[config.mk]
export PLATFORM = sky130hd
export DESIGN_NAME = index_chain_cycle_detector_unit
export DESIGN_NICKNAME = d
export VERILOG_FILES = /design/src/rtl/icd_pkg.sv /design/src/rtl/icd_ctrl.sv /design/src/rtl/icd_datapath.sv /design/src/rtl/index_chain_cycle_detector_unit.sv
export SDC_FILE = /design/constraint.sdc
export NUM_CORES = 1
export LEC_CHECK = 0
export BUFFER_PORTS_ARGS = -buffer_cell sky130_fd_sc_hd__buf_2
export CORE_MARGIN = 3
export CORE_UTILIZATION = 40
export DETAILED_ROUTE_END_ITERATION = 8
export SLEW_MARGIN = 20
export SYNTH_ARGS = -nofsm -noshare
export SYNTH_HDL_FRONTEND = slang
export SYNTH_SLANG_ARGS = --single-unit
[constraint.sdc]
create_clock -name clk -period 3.8 [get_ports clk]
set_input_delay 0.38 -clock clk [delete_from_list [all_inputs] [get_ports clk]]
set_output_delay 0.38 -clock clk [all_outputs]
set_load 0.02 [all_outputs]
[src/rtl/icd_pkg.sv]
// ----------------------------------------------------------------------------
// icd_pkg
// Shared constants, types and helpers for the index chain cycle detector.
// ----------------------------------------------------------------------------
package icd_pkg;

  localparam int TABLE_DEPTH = 8;
  localparam int WORD_WIDTH  = 16;
  localparam int IN_WIDTH    = 16;
  localparam int IDX_W       = $clog2(TABLE_DEPTH);

  typedef logic [IDX_W-1:0]             idx_t;
  typedef logic signed [WORD_WIDTH-1:0] word_t;

  typedef struct packed {
    logic load_en;
    logic walk_start;
    logic step_read;
    logic step_advance;
    logic latch_verdict;
    logic out_push;
  } icd_cmd_t;

  typedef struct packed {
    logic last_pos;
    logic stop;
    logic out_free;
  } icd_sts_t;

  function automatic word_t to_word(input logic signed [IN_WIDTH-1:0] v);
    logic signed [31:0] ext;
    ext = 32'(v);
    return word_t'(ext[WORD_WIDTH-1:0]);
  endfunction

endpackage

[src/rtl/icd_ctrl.sv]
// ----------------------------------------------------------------------------
// icd_ctrl
// Controller: sequences table load, walk steps and verdict delivery.
// ----------------------------------------------------------------------------
module icd_ctrl (
  input  logic              clk,
  input  logic              rst_n,
  input  logic              in_valid,
  output logic              in_ready,
  input  icd_pkg::icd_sts_t sts,
  output icd_pkg::icd_cmd_t cmd
);

  typedef enum logic [3:0] {
    ST_LOAD = 4'b0001,
    ST_READ = 4'b0010,
    ST_EVAL = 4'b0100,
    ST_HOLD = 4'b1000
  } state_t;

  state_t state_r, state_nxt;

  assign in_ready = (state_r == ST_LOAD);

  always_comb begin
    state_nxt = state_r;
    cmd       = '0;
    unique case (state_r)
      ST_LOAD: begin
        cmd.load_en = in_valid;
        if (in_valid && sts.last_pos) begin
          cmd.walk_start = 1'b1;
          state_nxt      = ST_READ;
        end
      end
      ST_READ: begin
        cmd.step_read = 1'b1;
        state_nxt     = ST_EVAL;
      end
      ST_EVAL: begin
        if (sts.stop) begin
          cmd.latch_verdict = 1'b1;
          state_nxt         = ST_HOLD;
        end else begin
          cmd.step_advance = 1'b1;
          state_nxt        = ST_READ;
        end
      end
      ST_HOLD: begin
        if (sts.out_free) begin
          cmd.out_push = 1'b1;
          state_nxt    = ST_LOAD;
        end
      end
      default: begin
        state_nxt = ST_LOAD;
      end
    endcase
  end

  always_ff @(posedge clk) begin
    if (!rst_n) begin
      state_r <= ST_LOAD;
    end else begin
      state_r <= state_nxt;
    end
  end

endmodule

[src/rtl/icd_datapath.sv]
// ----------------------------------------------------------------------------
// icd_datapath
// Datapath: table memory, visited marks, walk index and output register.
// ----------------------------------------------------------------------------
module icd_datapath (
  input  logic                                  clk,
  input  logic                                  rst_n,
  input  logic signed [icd_pkg::IN_WIDTH-1:0]   in_element_value,
  input  logic                                  out_ready,
  output logic                                  out_valid,
  output logic                                  out_is_cyclic,
  input  icd_pkg::icd_cmd_t                     cmd,
  output icd_pkg::icd_sts_t                     sts
);

  icd_pkg::word_t                     table_mem [icd_pkg::TABLE_DEPTH];
  icd_pkg::word_t                     rd_data_r;
  icd_pkg::idx_t                      load_pos_r;
  icd_pkg::idx_t                      walk_idx_r;
  logic [icd_pkg::TABLE_DEPTH-1:0]    visited_r;
  logic                               verdict_r;
  logic                               out_valid_r;
  logic                               out_cyc_r;
  logic                               in_range;
  logic                               seen;
  icd_pkg::idx_t                      next_idx;

  // table write and registered read
  always_ff @(posedge clk) begin
    if (cmd.load_en) begin
      table_mem[load_pos_r] <= icd_pkg::to_word(in_element_value);
    end
    if (cmd.step_read) begin
      rd_data_r <= table_mem[walk_idx_r];
    end
  end

  assign in_range = !rd_data_r[icd_pkg::WORD_WIDTH-1] &&
                    (32'($unsigned(rd_data_r)) < 32'(icd_pkg::TABLE_DEPTH));
  assign next_idx = rd_data_r[icd_pkg::IDX_W-1:0];
  assign seen     = visited_r[next_idx];

  assign sts.last_pos = (load_pos_r == icd_pkg::idx_t'(icd_pkg::TABLE_DEPTH - 1));
  assign sts.stop     = !in_range || seen;
  assign sts.out_free = !out_valid_r || out_ready;

  always_ff @(posedge clk) begin
    if (!rst_n) begin
      load_pos_r  <= '0;
      walk_idx_r  <= '0;
      visited_r   <= '0;
      out_valid_r <= 1'b0;
    end else begin
      if (cmd.load_en) begin
        load_pos_r <= sts.last_pos ? '0 : load_pos_r + icd_pkg::idx_t'(1);
      end
      if (cmd.walk_start) begin
        walk_idx_r <= '0;
        visited_r  <= '0;
      end else if (cmd.step_read) begin
        visited_r[walk_idx_r] <= 1'b1;
      end else if (cmd.step_advance) begin
        walk_idx_r <= next_idx;
      end
      if (cmd.out_push) begin
        out_valid_r <= 1'b1;
      end else if (out_ready) begin
        out_valid_r <= 1'b0;
      end
    end
  end

  always_ff @(posedge clk) begin
    if (cmd.latch_verdict) begin
      verdict_r <= in_range;
    end
    if (cmd.out_push) begin
      out_cyc_r <= verdict_r;
    end
  end

  assign out_valid     = out_valid_r;
  assign out_is_cyclic = out_cyc_r;

endmodule

[src/rtl/index_chain_cycle_detector_unit.sv]
// ----------------------------------------------------------------------------
// index_chain_cycle_detector_unit
// Loads a table of signed index words and reports whether the chain from
// index 0 revisits an element.
// ----------------------------------------------------------------------------
// Words are taken one per cycle while in_ready is high, into table positions
// 0 to TABLE_DEPTH-1. Loading the last word starts a walk from index 0. Each
// step is a table memory read followed by a range and visited check on the
// word read, and a walk reads at most TABLE_DEPTH entries. After the walk the
// verdict is latched and moved to the output register. in_ready is low during
// the walk. One verdict per table appears on out_is_cyclic: 1 when the walk
// reaches a visited element, 0 when a word names an index outside the table
// (negative words included). The verdict sits in an output register, so
// loading of the next table resumes while it waits to be taken; a walk that
// ends while the previous verdict is still untaken keeps in_ready low until
// that verdict is taken.
module index_chain_cycle_detector_unit (
  input  logic                                clk,
  input  logic                                rst_n,
  input  logic                                in_valid,
  output logic                                in_ready,
  input  logic signed [icd_pkg::IN_WIDTH-1:0] in_element_value,
  output logic                                out_valid,
  input  logic                                out_ready,
  output logic                                out_is_cyclic
);

  icd_pkg::icd_cmd_t cmd;
  icd_pkg::icd_sts_t sts;

  icd_ctrl u_ctrl (
    .clk      (clk),
    .rst_n    (rst_n),
    .in_valid (in_valid),
    .in_ready (in_ready),
    .sts      (sts),
    .cmd      (cmd)
  );

  icd_datapath u_datapath (
    .clk              (clk),
    .rst_n            (rst_n),
    .in_element_value (in_element_value),
    .out_ready        (out_ready),
    .out_valid        (out_valid),
    .out_is_cyclic    (out_is_cyclic),
    .cmd              (cmd),
    .sts              (sts)
  );

endmodule
==> metrics.md, run 1 <==
| Metric | Value |
|---|---|
| Top_reg_cell synth | edfxtp_1 |
| Num CTS Buffers | 17 |
| RSZ-0062 raised after global routing | false |
| Reg-to-Reg Start | u_ctrl.state_r[3] |
| First-pass iteration count of the detailed router | 4 |
| Number of global-route vias before repair | between 3000 and 4000 |
| Async set-reset flop share out of synthesis | 0% |
| Initial drt markers | 330 |
| Dpl cells | 599 |
| Synth cell types | between 40 and 50 |
| Combinational share of power | 2.5% |
| Fin cells | 631 |
| Post_cts resized | 0 |
| CP Buf/Inv Count | 1 |
| Kind of critical path | reg2reg |
| Clk_skew | 11.34 ps |
| Hold_sp | rst_n |
| Final period util | about three fifths |
| Fraction of layout instances using a drive strength above 1 | 25.24% |
| CP cell instances | nor4b_4, nand2_1, nor4_2, buf_4 |
| Final number of setup-violating endpoints | 0 |
| Avg Inst Size Synth | 17.30 um^2 |
| Internal power | 0.002870 W |
| Post-Syn Area | ~6300 um^2 |
| Synthesis-to-finish area growth | 15.35% |
| Final min period | 2207 ps |
| P_sw | 0.0007471 W |
| Critical Path RT | 3890 ps |
| Worst setup SP type | flop |
| Max cap viols | 0 |
| Via count | 3323 |
| GR Overflow Total | 0 |
| Hpwl dp | 7453 um |
| Post-synth top area cell | edfxtp_1 |
| Post-synth top area share | 69.06% |
| Gr usage total | 14.53% |
| Clock latency on the worst-skew pair | 420 ps |
| Relative slew slack | just under 50% |
| R2R depth | 4 |
| Initial Util | 41.30% |
| Largest net degree at the start of global routing | 35 |
| Routability cong. | approximately 0.73 |
| Pwr Density | ~490 nW/um^2 |
| Max FO, Critical Path | 16 |
| Worst R2R End | u_datapath.table_mem[0][4] |
| Syn_nets | 389 |
| CTS tree | done |
| DR vias/cell | 5.266 |
| Cells on Worst Hold Path | 2 |
| # nets final | 429 |
| Final WL | 12190 um |
| FF-to-FF setup slack | 1590 ps |
| Die Wd | 132.0 um |
| Ys Warns | 0 |
| Hold Vio Cnt, Final | 0 |
| Hold_buf cts | 0 |
| Number of diodes | 0 |
| Hold endpoint | u_ctrl.state_r[2] |
| Clk pwr share | 41.9% |
| Seq pwr share | 55.6% |
| Post-route setup TNS | 0 ps |
| Root Buffer | clkbuf_16 |
| Total setup buffers inserted after CTS | 0 |
| Post-Syn Instances | around 370 |
| Final ANT Viol Nets | 0 |
| Max Slew Vio Count | 0 |
| Clock Sinks | about 170 |
| CP arrival | 2300 ps |
| H-tree Lvls | 4 |
| Core area | 15370 um^2 |
| Port Buf Inserts | 22 |
| Die area | 17420 um^2 |
| Number of synthesized register bits | 165 |
| Clock slew at reported path FFs | 60 ps |
| DRC viols | 0 |
| Worst path max stage delay | 570 ps |
| Die height | 132.0 um |
| Worst min path class | in2reg |
| Critical path's slowest cell | nor4b_4 |
| Core Rows | between 40 and 50 |
| Family with the most delay on the worst path | simple AND/OR/NAND/NOR gates |
| Leakage | 2.395 nW |
| Antenna violations before repair | 0 |
| Switching share of power | between 20 and 25% |
| Max Fclk | between 400 and 500 MHz |
| Setup crit end kind | flop |
| CTS Buffer Depth | 2 |
| Main area contributors after synthesis | edfxtp_1, mux4_2, dfxtp_1, mux2_2, nand2_1 |
| First-pass GRT wire length | 19230 um |
| VDD IR max | 0.3580 mV |
| Slew @ Worst Pin | 761.7 ps |
| Register area share after synthesis | 75.05% |
| Number of synthesized flops with an enable pin | 146 |
| Post-DR wirelength/cell | 19.31 um |
| IO Count | 23 |
| Status | complete, no violations |
==> per-stage QoR <==
step / total power [W] / cell area [um^2] / setup WS, ps / util [%] / hold WS [ps]
after floorplan: 0.002091 / 6349 / 534.8 / - / 400.3
after global placement: 0.002138 / 6788 / 1633 / 44.16 / 409.9
after detailed placement: 0.002143 / 6788 / 1584 / 44.16 / 420.5
after CTS: 0.003649 / 7323 / 1552 / 47.64 / 186.5
after global routing: 0.003734 / 7323 / 1382 / 47.64 / 215.9
final: 0.003617 / 7323 / 1593 / 47.64 / 203.4
==> routing by layer <==
| layer | global-route usage (%) | wire (um) | vias to the layer above |
|---|---|---|---|
| met5 | 0 | 0 | - |
| met4 | 6.359 | 162 | 0 |
| met3 | 3.015 | 436 | 8 |
| met2 | 23.23 | 6101 | 62 |
| met1 | 19.36 | 5485 | 1711 |
| li1 | - | - | 1542 |
==> logic make-up (layout without fill, tap and decap cells) <==
| logic type | count (synthesis) | count (layout) | synth area share [%] |
|---|---|---|---|
| buffers and inverters | 19 | 72 | 1.439 |
| adders and majority gates | 2 | 2 | 0.3941 |
| AOI/OAI and AO/OA | 52 | 52 | 5.972 |
| DFF | 165 | 165 | 75.05 |
| muxes | 38 | 38 | 9.559 |
| and+or+nand+nor | 91 | 91 | 7.588 |
==> cells in the mapped netlist (all sizes together) (4+ instances only) <==
cell type  number
buf             8
nor3            5
inv             4
o22ai           5
a21oi           8
a211oi          4
mux4           17
nand2          31
a31oi           5
nor4b           5
clkbuf          7
and2            5
mux2i          10
a221oi          8
mux2           11
dfxtp          19
nor2b           6
nor2           24
edfxtp        146
a22oi           8
==> state kept, by name, indices dropped and copies added, names as in the netlist <==
name and count:
u_ctrl.state_r 4, u_datapath.verdict_r 1, u_datapath.table_mem 128, u_datapath.out_valid 1
u_datapath.load_pos_r 3, u_datapath.visited_r 8, u_datapath.rd_data_r 16, u_datapath.walk_idx_r 3
u_datapath.out_is_cyclic 1
==> power by group through the flow <==
stage                     clock, W  combinational (W)  sequential, W
final                      0.00151          0.0000904        0.00201
after global routing       0.00162           0.000100        0.00201
after CTS                  0.00154          0.0000924        0.00201
after detailed placement         0          0.0000922        0.00205
after global placement           0          0.0000884        0.00205
after floorplan                  0          0.0000426        0.00205
==> area by class of cell <==
class | count | area, um^2
clock buffer | 17 | 425.4
clock inverter | 15 | 110.1
fill | 1290 | 8048
inverter | 4 | 15.01
multi-input combinational | 183 | 1528
sequential | 165 | 4766
tap | 211 | 264.0
timing repair buffer | 36 | 215.2
==> layout by cell type, fill, tap and decap left out, drive strengths merged, types with 6 or more instances in the layout <==
cell type  netlist  final
edfxtp         146    146
buf              8     36
nand2           31     31
nor2            24     24
dfxtp           19     19
mux4            17     17
clkbuf           7     17
mux2            11     11
mux2i           10     10
clkinv           0      9
a221oi           8      8
a22oi            8      8
a21oi            8      8
nor2b            6      6
inv              4      6
==> worst max-delay path by stage <==
stage	start	end	slack, ps	depth (start not counted)
2_1_floorplan	u_ctrl.state_r[3]	u_datapath.table_mem[0][0]	530	3
3_3_place_gp	u_datapath.walk_idx_r[2]	u_datapath.rd_data_r[13]	1630	3
3_5_place_dp	u_ctrl.state_r[0]	u_datapath.table_mem[0][1]	1580	4
4_1_cts	u_ctrl.state_r[0]	u_datapath.table_mem[0][2]	1550	4
5_1_grt	u_ctrl.state_r[0]	u_datapath.table_mem[0][2]	1380	4
6_report	u_ctrl.state_r[3]	u_datapath.table_mem[0][4]	1590	4
No activity file was read; power rests on OpenSTA's default activity.
==> run 2: changes to the inputs <==
clock period = 1.8 ns   (was 3.8 ns; I/O delays follow)
==> run 2 against run 1 <==
The flow now finishes with violations (setup timing). Setup slack got worse by 1600 ps. Global-route usage rose by 0.96 points. Wire length rose by 4.4%. Cell count rose by 4.0%. Critical path depth rose by 1. Worst hold slack got worse by 180 ps. Clock skew rose by 7.8 ps.
==> metrics.md, run 2 (synthesis gave the netlist of run 1 again) <==
| Metric | Value |
|---|---|
| Fraction of layout instances using a drive strength above 1 | 30.56% |
| Switching share of power | 20.01% |
| Final period util | 102.0% |
| Fin cells | 656 |
| Status | complete, but fails checks |
| IO Count | 23 |
| Number of global-route vias before repair | 3491 |
| Kind of critical path | reg2reg |
| Leakage | 2.562 nW |
| DRC viols | 0 |
| Max reg flops | between 100 and 150 |
| Most common cell after layout, fill and taps aside | edfxtp_1 |
| Clk_skew | around 19 ps |
| Worst min path class | in2reg |
| CTS tree | done |
| Die height | 132.0 um |
| Die area | 17420 um^2 |
| Port Buf Inserts | 22 |
| Via count | 3411 |
| Most frequent cells in the layout | edfxtp_1, nand2_1, buf_4 |
| Max Fclk | 544.7 MHz |
| Relative slew slack | between 60% and 70% |
| FF-to-FF setup slack | -40 ps |
| Cell area after layout | roughly 7800 um^2 |
| Combinational share of power | 2.9% |
| Most flops, register | u_datapath.table_mem |
| Routability cong. | between 0.7 and 0.8 |
| Worst path max stage delay | 420 ps |
| Max Slew Vio Count | 0 |
| Met2 routed wirelength | 6320 um |
| Pwr Density | 1000 nW/um^2 |
| RSZ-0062 raised after global routing | true |
| Setup crit end kind | flop |
| Placed Area | 7147 um^2 |
| Internal power | 0.006224 W |
| Initial drt markers | 290 |
| Seq pwr share | between 50% and 60% |
| Antenna violations before repair | 0 |
| DR vias/cell | 5.200 |
| GR Overflow Total | 0 |
| Slew @ Worst Pin | 565.1 ps |
| Final number of setup-violating endpoints | 2 |
| Critical Path RT | 2130 ps |
| M1 WL | 5796 um |
| Family with the most delay on the worst path | simple AND/OR/NAND/NOR gates |
| Largest net degree at the start of global routing | 24 |
| Reg-to-Reg Start | u_datapath.rd_data_r[14] |
| Clk pwr share | 42.5% |
| Initial Util | 41.30% |
| Uppermost layer routed | met4 |
| Hold Vio Cnt, Final | 0 |
| Max cap viols | 0 |
| First-pass iteration count of the detailed router | 5 |
| CTS Buffer Depth | 2 |
| Worst hold slack | 26.52 ps |
| Regs by FF count | u_datapath.table_mem (128), u_datapath.rd_data_r (16), u_datapath.visited_r (8) |
| Filler instances | 1257 |
| P_sw | 0.001557 W |
| Synthesis-to-finish area growth | 22.57% |
| # nets final | 454 |
| Clock slew at reported path FFs | 60 ps |
| Num CTS Buffers | 17 |
| Hpwl dp | a little over 8000 um |
| Dpl cells | just over 600 |
| Critical Path Start | u_datapath.rd_data_r[14] |
| Final WL | 12730 um |
| Die Wd | 132.0 um |
| Number of diodes | 0 |
| H-tree Lvls | 4 |
| Register area | approximately 4800 um^2 |
| Final worst slack | -35.99 ps |
| First-pass GRT wire length | 20110 um |
| CP cell instances | nor4_4, nand4_1, nor4b_4, buf_4, mux2i_4 |
| CP Buf/Inv Count | 1 |
| CP arrival | 2170 ps |
| Hold_sp | in_element_value[14] |
| Clock latency on the worst-skew pair | 420 ps |
| Multi-input gate area in the final layout | 1634 um^2 |
| Met3 routed WL | around 520 um |
| Critical path's slowest cell | edfxtp_1 |
| Setup WS pre-CTS | -315.7 ps |
| Worst setup SP type | flop |
| VDD IR max | roughly 0.62 mV |
| Gr usage total | 15.49% |
| Final min period | 1836 ps |
| Post-DR wirelength/cell | 19.40 um |
| Failing checks | setup timing |
| Max FO, Critical Path | 4 |
| Core area | 15370 um^2 |
| Core Rows | 45 |
| Final ANT Viol Nets | 0 |
| Post-route setup TNS | -68.82 ps |
| Root Buffer | clkbuf_16 |
| Clock Sinks | 165 |
[run 2: timing repair]
action,CTS,global route
hold buffers,1,0
hold endpoints to repair,1,0
pin swaps,5,3
buffers inserted,3,1
gates resized for setup,7,2
setup endpoints to repair,90,11
[run 2: cell type report]
class	count	share of cell area [%]
clock buffers	21	5.660
clock inverters	11	1.335
inverters	4	0.1930
multi-input cells	183	21.00
flip-flops and latches	165	61.28
well taps	211	3.393
repair buffers	61	7.139
[run 2: path summary, 6_finish.rpt]
path / end / depth (start not counted)
worst max register to register: u_datapath.walk_idx_r[0] / 5
worst max-delay path: u_datapath.walk_idx_r[0] / 5
worst min-delay path: u_datapath.table_mem[4][14] / 1
worst min register to register: u_datapath.out_is_cyclic / 0
[run 2: worst register-to-register path, stage by stage, from the launching register on]
cell	delay, ps
edfxtp_1	420
nor4_4	350
nand4_1	240
nor4b_4	300
buf_4	190
mux2i_4	250
[run 2: power groups by stage]
stage | registers, W | clock network (W) | logic [W]
5_1_grt | 0.00425 | 0.00356 | 0.000253
4_1_cts | 0.00425 | 0.00339 | 0.000233
6_report | 0.00425 | 0.00331 | 0.000228
3_3_place_gp | 0.00433 | 0 | 0.000220
2_1_floorplan | 0.00433 | 0 | 0.0000999
3_5_place_dp | 0.00433 | 0 | 0.000229
[run 2: layer usage]
layer | vias up | global-route usage [%]
met5 | - | 0
met2 | 73 | 25.00
met3 | 7 | 4.389
li1 | 1598 | -
met1 | 1733 | 20.65
met4 | 0 | 4.551
[run 2: per-stage QoR]
| step | power [W] | utilization, % |
|---|---|---|
| after floorplan | 0.004428 | - |
| after global placement | 0.004546 | 46.50 |
| after detailed placement | 0.004556 | 46.50 |
| after CTS | 0.007870 | 50.51 |
| after global routing | 0.008058 | 50.62 |
| final | 0.007781 | 50.62 |
==> run 3: changes to the inputs <==
ABC_AREA = 1   (was default)
==> run 3 against run 2 <==
The flow now finishes without violations. Register-to-register slack gained 140 ps. Worst hold slack got worse by 17 ps. Non-clock buffer count fell by 25. Highest routed layer unchanged.
==> metrics.md, run 3 <==
| Metric | Value |
|---|---|
| H-tree Lvls | 4 |
| Core Rows | between 40 and 50 |
| Most flops, register | u_datapath.table_mem |
| Critical Path RT | 1930 ps |
| Fin cells | 722 |
| CP arrival | approximately 1800 ps |
| Final worst slack | 101.6 ps |
| VDD IR max | 0.7013 mV |
| Max Slew Vio Count | 0 |
| Synth cell types | 33 |
| Core area | ~15000 um^2 |
| Multi-input gate area in the final layout | 1366 um^2 |
| Number of diodes | 0 |
| CP Buf/Inv Count | 4 |
| Die Wd | 131.4 um |
| IO Count | 23 |
| Final number of setup-violating endpoints | 0 |
| Clk_skew | 11.76 ps |
| Pwr Density | 1229 nW/um^2 |
| Post-synth top area share | 69.75% |
| Synthesis-to-finish area growth | 17.18% |
| First-pass GRT wire length | 20600 um |
| Post-synth top area cell | edfxtp_1 |
| Number of synthesized register bits | roughly 170 |
| Leakage | 2.560 nW |
| CP endpoint | u_datapath.table_mem[1][4] |
| Final ANT Viol Nets | 0 |
| Relative slew slack | between 70 and 80% |
| Filler instances | 1365 |
| Async set-reset flop share out of synthesis | 0% |
| Die area | 17260 um^2 |
| Max cap viols | 0 |
| Reg-to-Reg Start | u_ctrl.state_r[2] |
| Number of cells on the critical path | 8 |
| Top-count cell post-synth | edfxtp_1 |
| Post-DR wirelength/cell | 18.15 um |
| Setup crit end kind | flop |
| Antenna violations before repair | 0 |
| DR vias/cell | 5.133 |
| Gr usage total | 15.91% |
| Clock Sinks | 165 |
| Critical Path Start | u_ctrl.state_r[2] |
| CTS Buffer Depth | 2 |
| Hold Vio Cnt, Final | 0 |
| Number of synthesized flops with an enable pin | about 150 |
| Worst path max stage delay | between 300 and 400 ps |
| Overall Power | 0.009051 W |
| Cell area after layout | 7366 um^2 |
| Final period util | roughly 94% |
| GR Overflow Total | 0 |
| CP cell instances | inv_2, nand4_4, nor2_4, inv_2, nor2_4, inv_4, nor3_4, buf_12 |
| Max FO, Critical Path | 16 |
| R2R depth | 8 |
| Kind of critical path | reg2reg |
| Post-Syn Area | ~6300 um^2 |
| Avg Inst Size Synth | about 14 um^2 |
| Family with the most delay on the worst path | simple AND/OR/NAND/NOR gates |
| First-pass iteration count of the detailed router | 5 |
| Most common cell after layout, fill and taps aside | edfxtp_1 |
| Slew @ Worst Pin | between 400 and 500 ps |
| Clock slew at reported path FFs | 60 ps |
| Max Fclk | 588.8 MHz |
| Initial Util | 41.05% |
| RSZ-0062 raised after global routing | false |
| CTS tree | done |
| Regs by FF count | u_datapath.table_mem (128), u_datapath.rd_data_r (16), u_datapath.visited_r (8) |
| Dpl cells | 690 |
| Die height | 131.4 um |
| Via count | 3706 |
| Register area | about 4800 um^2 |
| Hpwl dp | 7729 um |
| Total setup buffers inserted after CTS | 0 |
| Top cells by count, synth | edfxtp_1, nand2_1, nor2_1 |
| Syn_nets | 475 |
| Register area share after synthesis | 75.80% |
| Final min period | around 1700 ps |
| Worst R2R End | u_datapath.table_mem[1][4] |
| Fraction of layout instances using a drive strength above 1 | approximately 20% |
| Number of global-route vias before repair | 3605 |
| FF-to-FF setup slack | a little over 100 ps |
| # nets final | 520 |
| DRC viols | 0 |
| Post-Syn Instances | 453 |
| Max reg flops | 128 |
| Status | complete, no violations |
| Port Buf Inserts | 22 |
| Setup WS pre-CTS | between 20 and 25 ps |
| Initial drt markers | 380 |
| Final core utilization | 48.10% |
| Cells on Worst Hold Path | 1 |
| Critical path's slowest cell | dfxtp_1 |
| Worst setup SP type | flop |
| Routability cong. | 0.7911 |
| Largest net degree at the start of global routing | 26 |
| Clock latency on the worst-skew pair | 430 ps |
| Worst min path class | in2reg |
| Most frequent cells in the layout | edfxtp_1, nand2_1, nor2_1 |
| Top_reg_cell synth | edfxtp_1 |
| Num CTS Buffers | 17 |
| Final WL | 13100 um |
| Ys Warns | 0 |
| Placed Area | 6813 um^2 |
| Main area contributors after synthesis | edfxtp_1, nand2_1, dfxtp_1, nor2_1, a22oi_1 |
| Root Buffer | clkbuf_16 |
==> run 3: worst min path at each step <==
| stage | startpoint | end |
|---|---|---|
| 2_1_floorplan | in_element_value[0] | u_datapath.table_mem[0][0] |
| 3_3_place_gp | u_datapath.verdict_r | u_datapath.out_is_cyclic |
| 3_5_place_dp | u_datapath.verdict_r | u_datapath.out_is_cyclic |
| 4_1_cts | in_element_value[7] | u_datapath.table_mem[3][7] |
| 5_1_grt | in_element_value[0] | u_datapath.table_mem[3][0] |
| 6_report | in_element_value[10] | u_datapath.table_mem[0][10] |
==> run 3: stage by stage <==
| stage | hold WS, ps | TNS, ps |
|---|---|---|
| final | 9.392 | 0 |
| after global placement | 403.5 | 0 |
| after global routing | 10.75 | 0 |
| after detailed placement | 407.4 | 0 |
| after floorplan | 278.9 | -4003 |
| after CTS | 3.336 | 0 |
==> run 3: final cells by class <==
class	instances	share of cell area, %
Multi-Input combinational cell	246	18.55
Clock inverter	13	1.444
Timing Repair Buffer	36	4.162
Clock buffer	19	5.877
Inverter	32	1.665
Tap cell	211	3.584
Sequential cell	165	64.72
==> run 3: report_power, final <==
group	total, W	switching [W]	internal, W
Combinational	0.00101	0.000679	0.000335
Sequential	0.00473	0.000133	0.00460
Clock	0.00331	0.00142	0.00189
==> run 3: worst register-to-register path, cell delays in order, from the launching register on <==
cell and delay, ps:
dfxtp_1 330, inv_2 120, nand4_4 160, nor2_4 140
inv_2 80, nor2_4 110, inv_4 70, nor3_4 200
buf_12 180
==> run 3: logic make-up after synthesis <==
kind of cell / synth area share (%)
AOI/OAI and AO/OA: 6.250
adders and majority gates: 0.3980
buffers and inverters: 3.423
DFF: 75.80
and+or+nand+nor: 14.13
==> run 3: metal layers <==
| layer | routed length, um | vias to the layer above | global-route usage [%] |
|---|---|---|---|
| met3 | 787 | 23 | 4.441 |
| li1 | - | 1741 | - |
| met5 | 0 | - | 0 |
| met1 | 5849 | 1821 | 21.16 |
| met4 | 271 | 0 | 6.884 |
| met2 | 6194 | 121 | 24.65 |
==> run 3: timing repair <==
action | 4_1_cts | 5_1_grt
resized for setup | 0 | 4
hold buffers | 0 | 0
setup endpoints to repair | 0 | 12
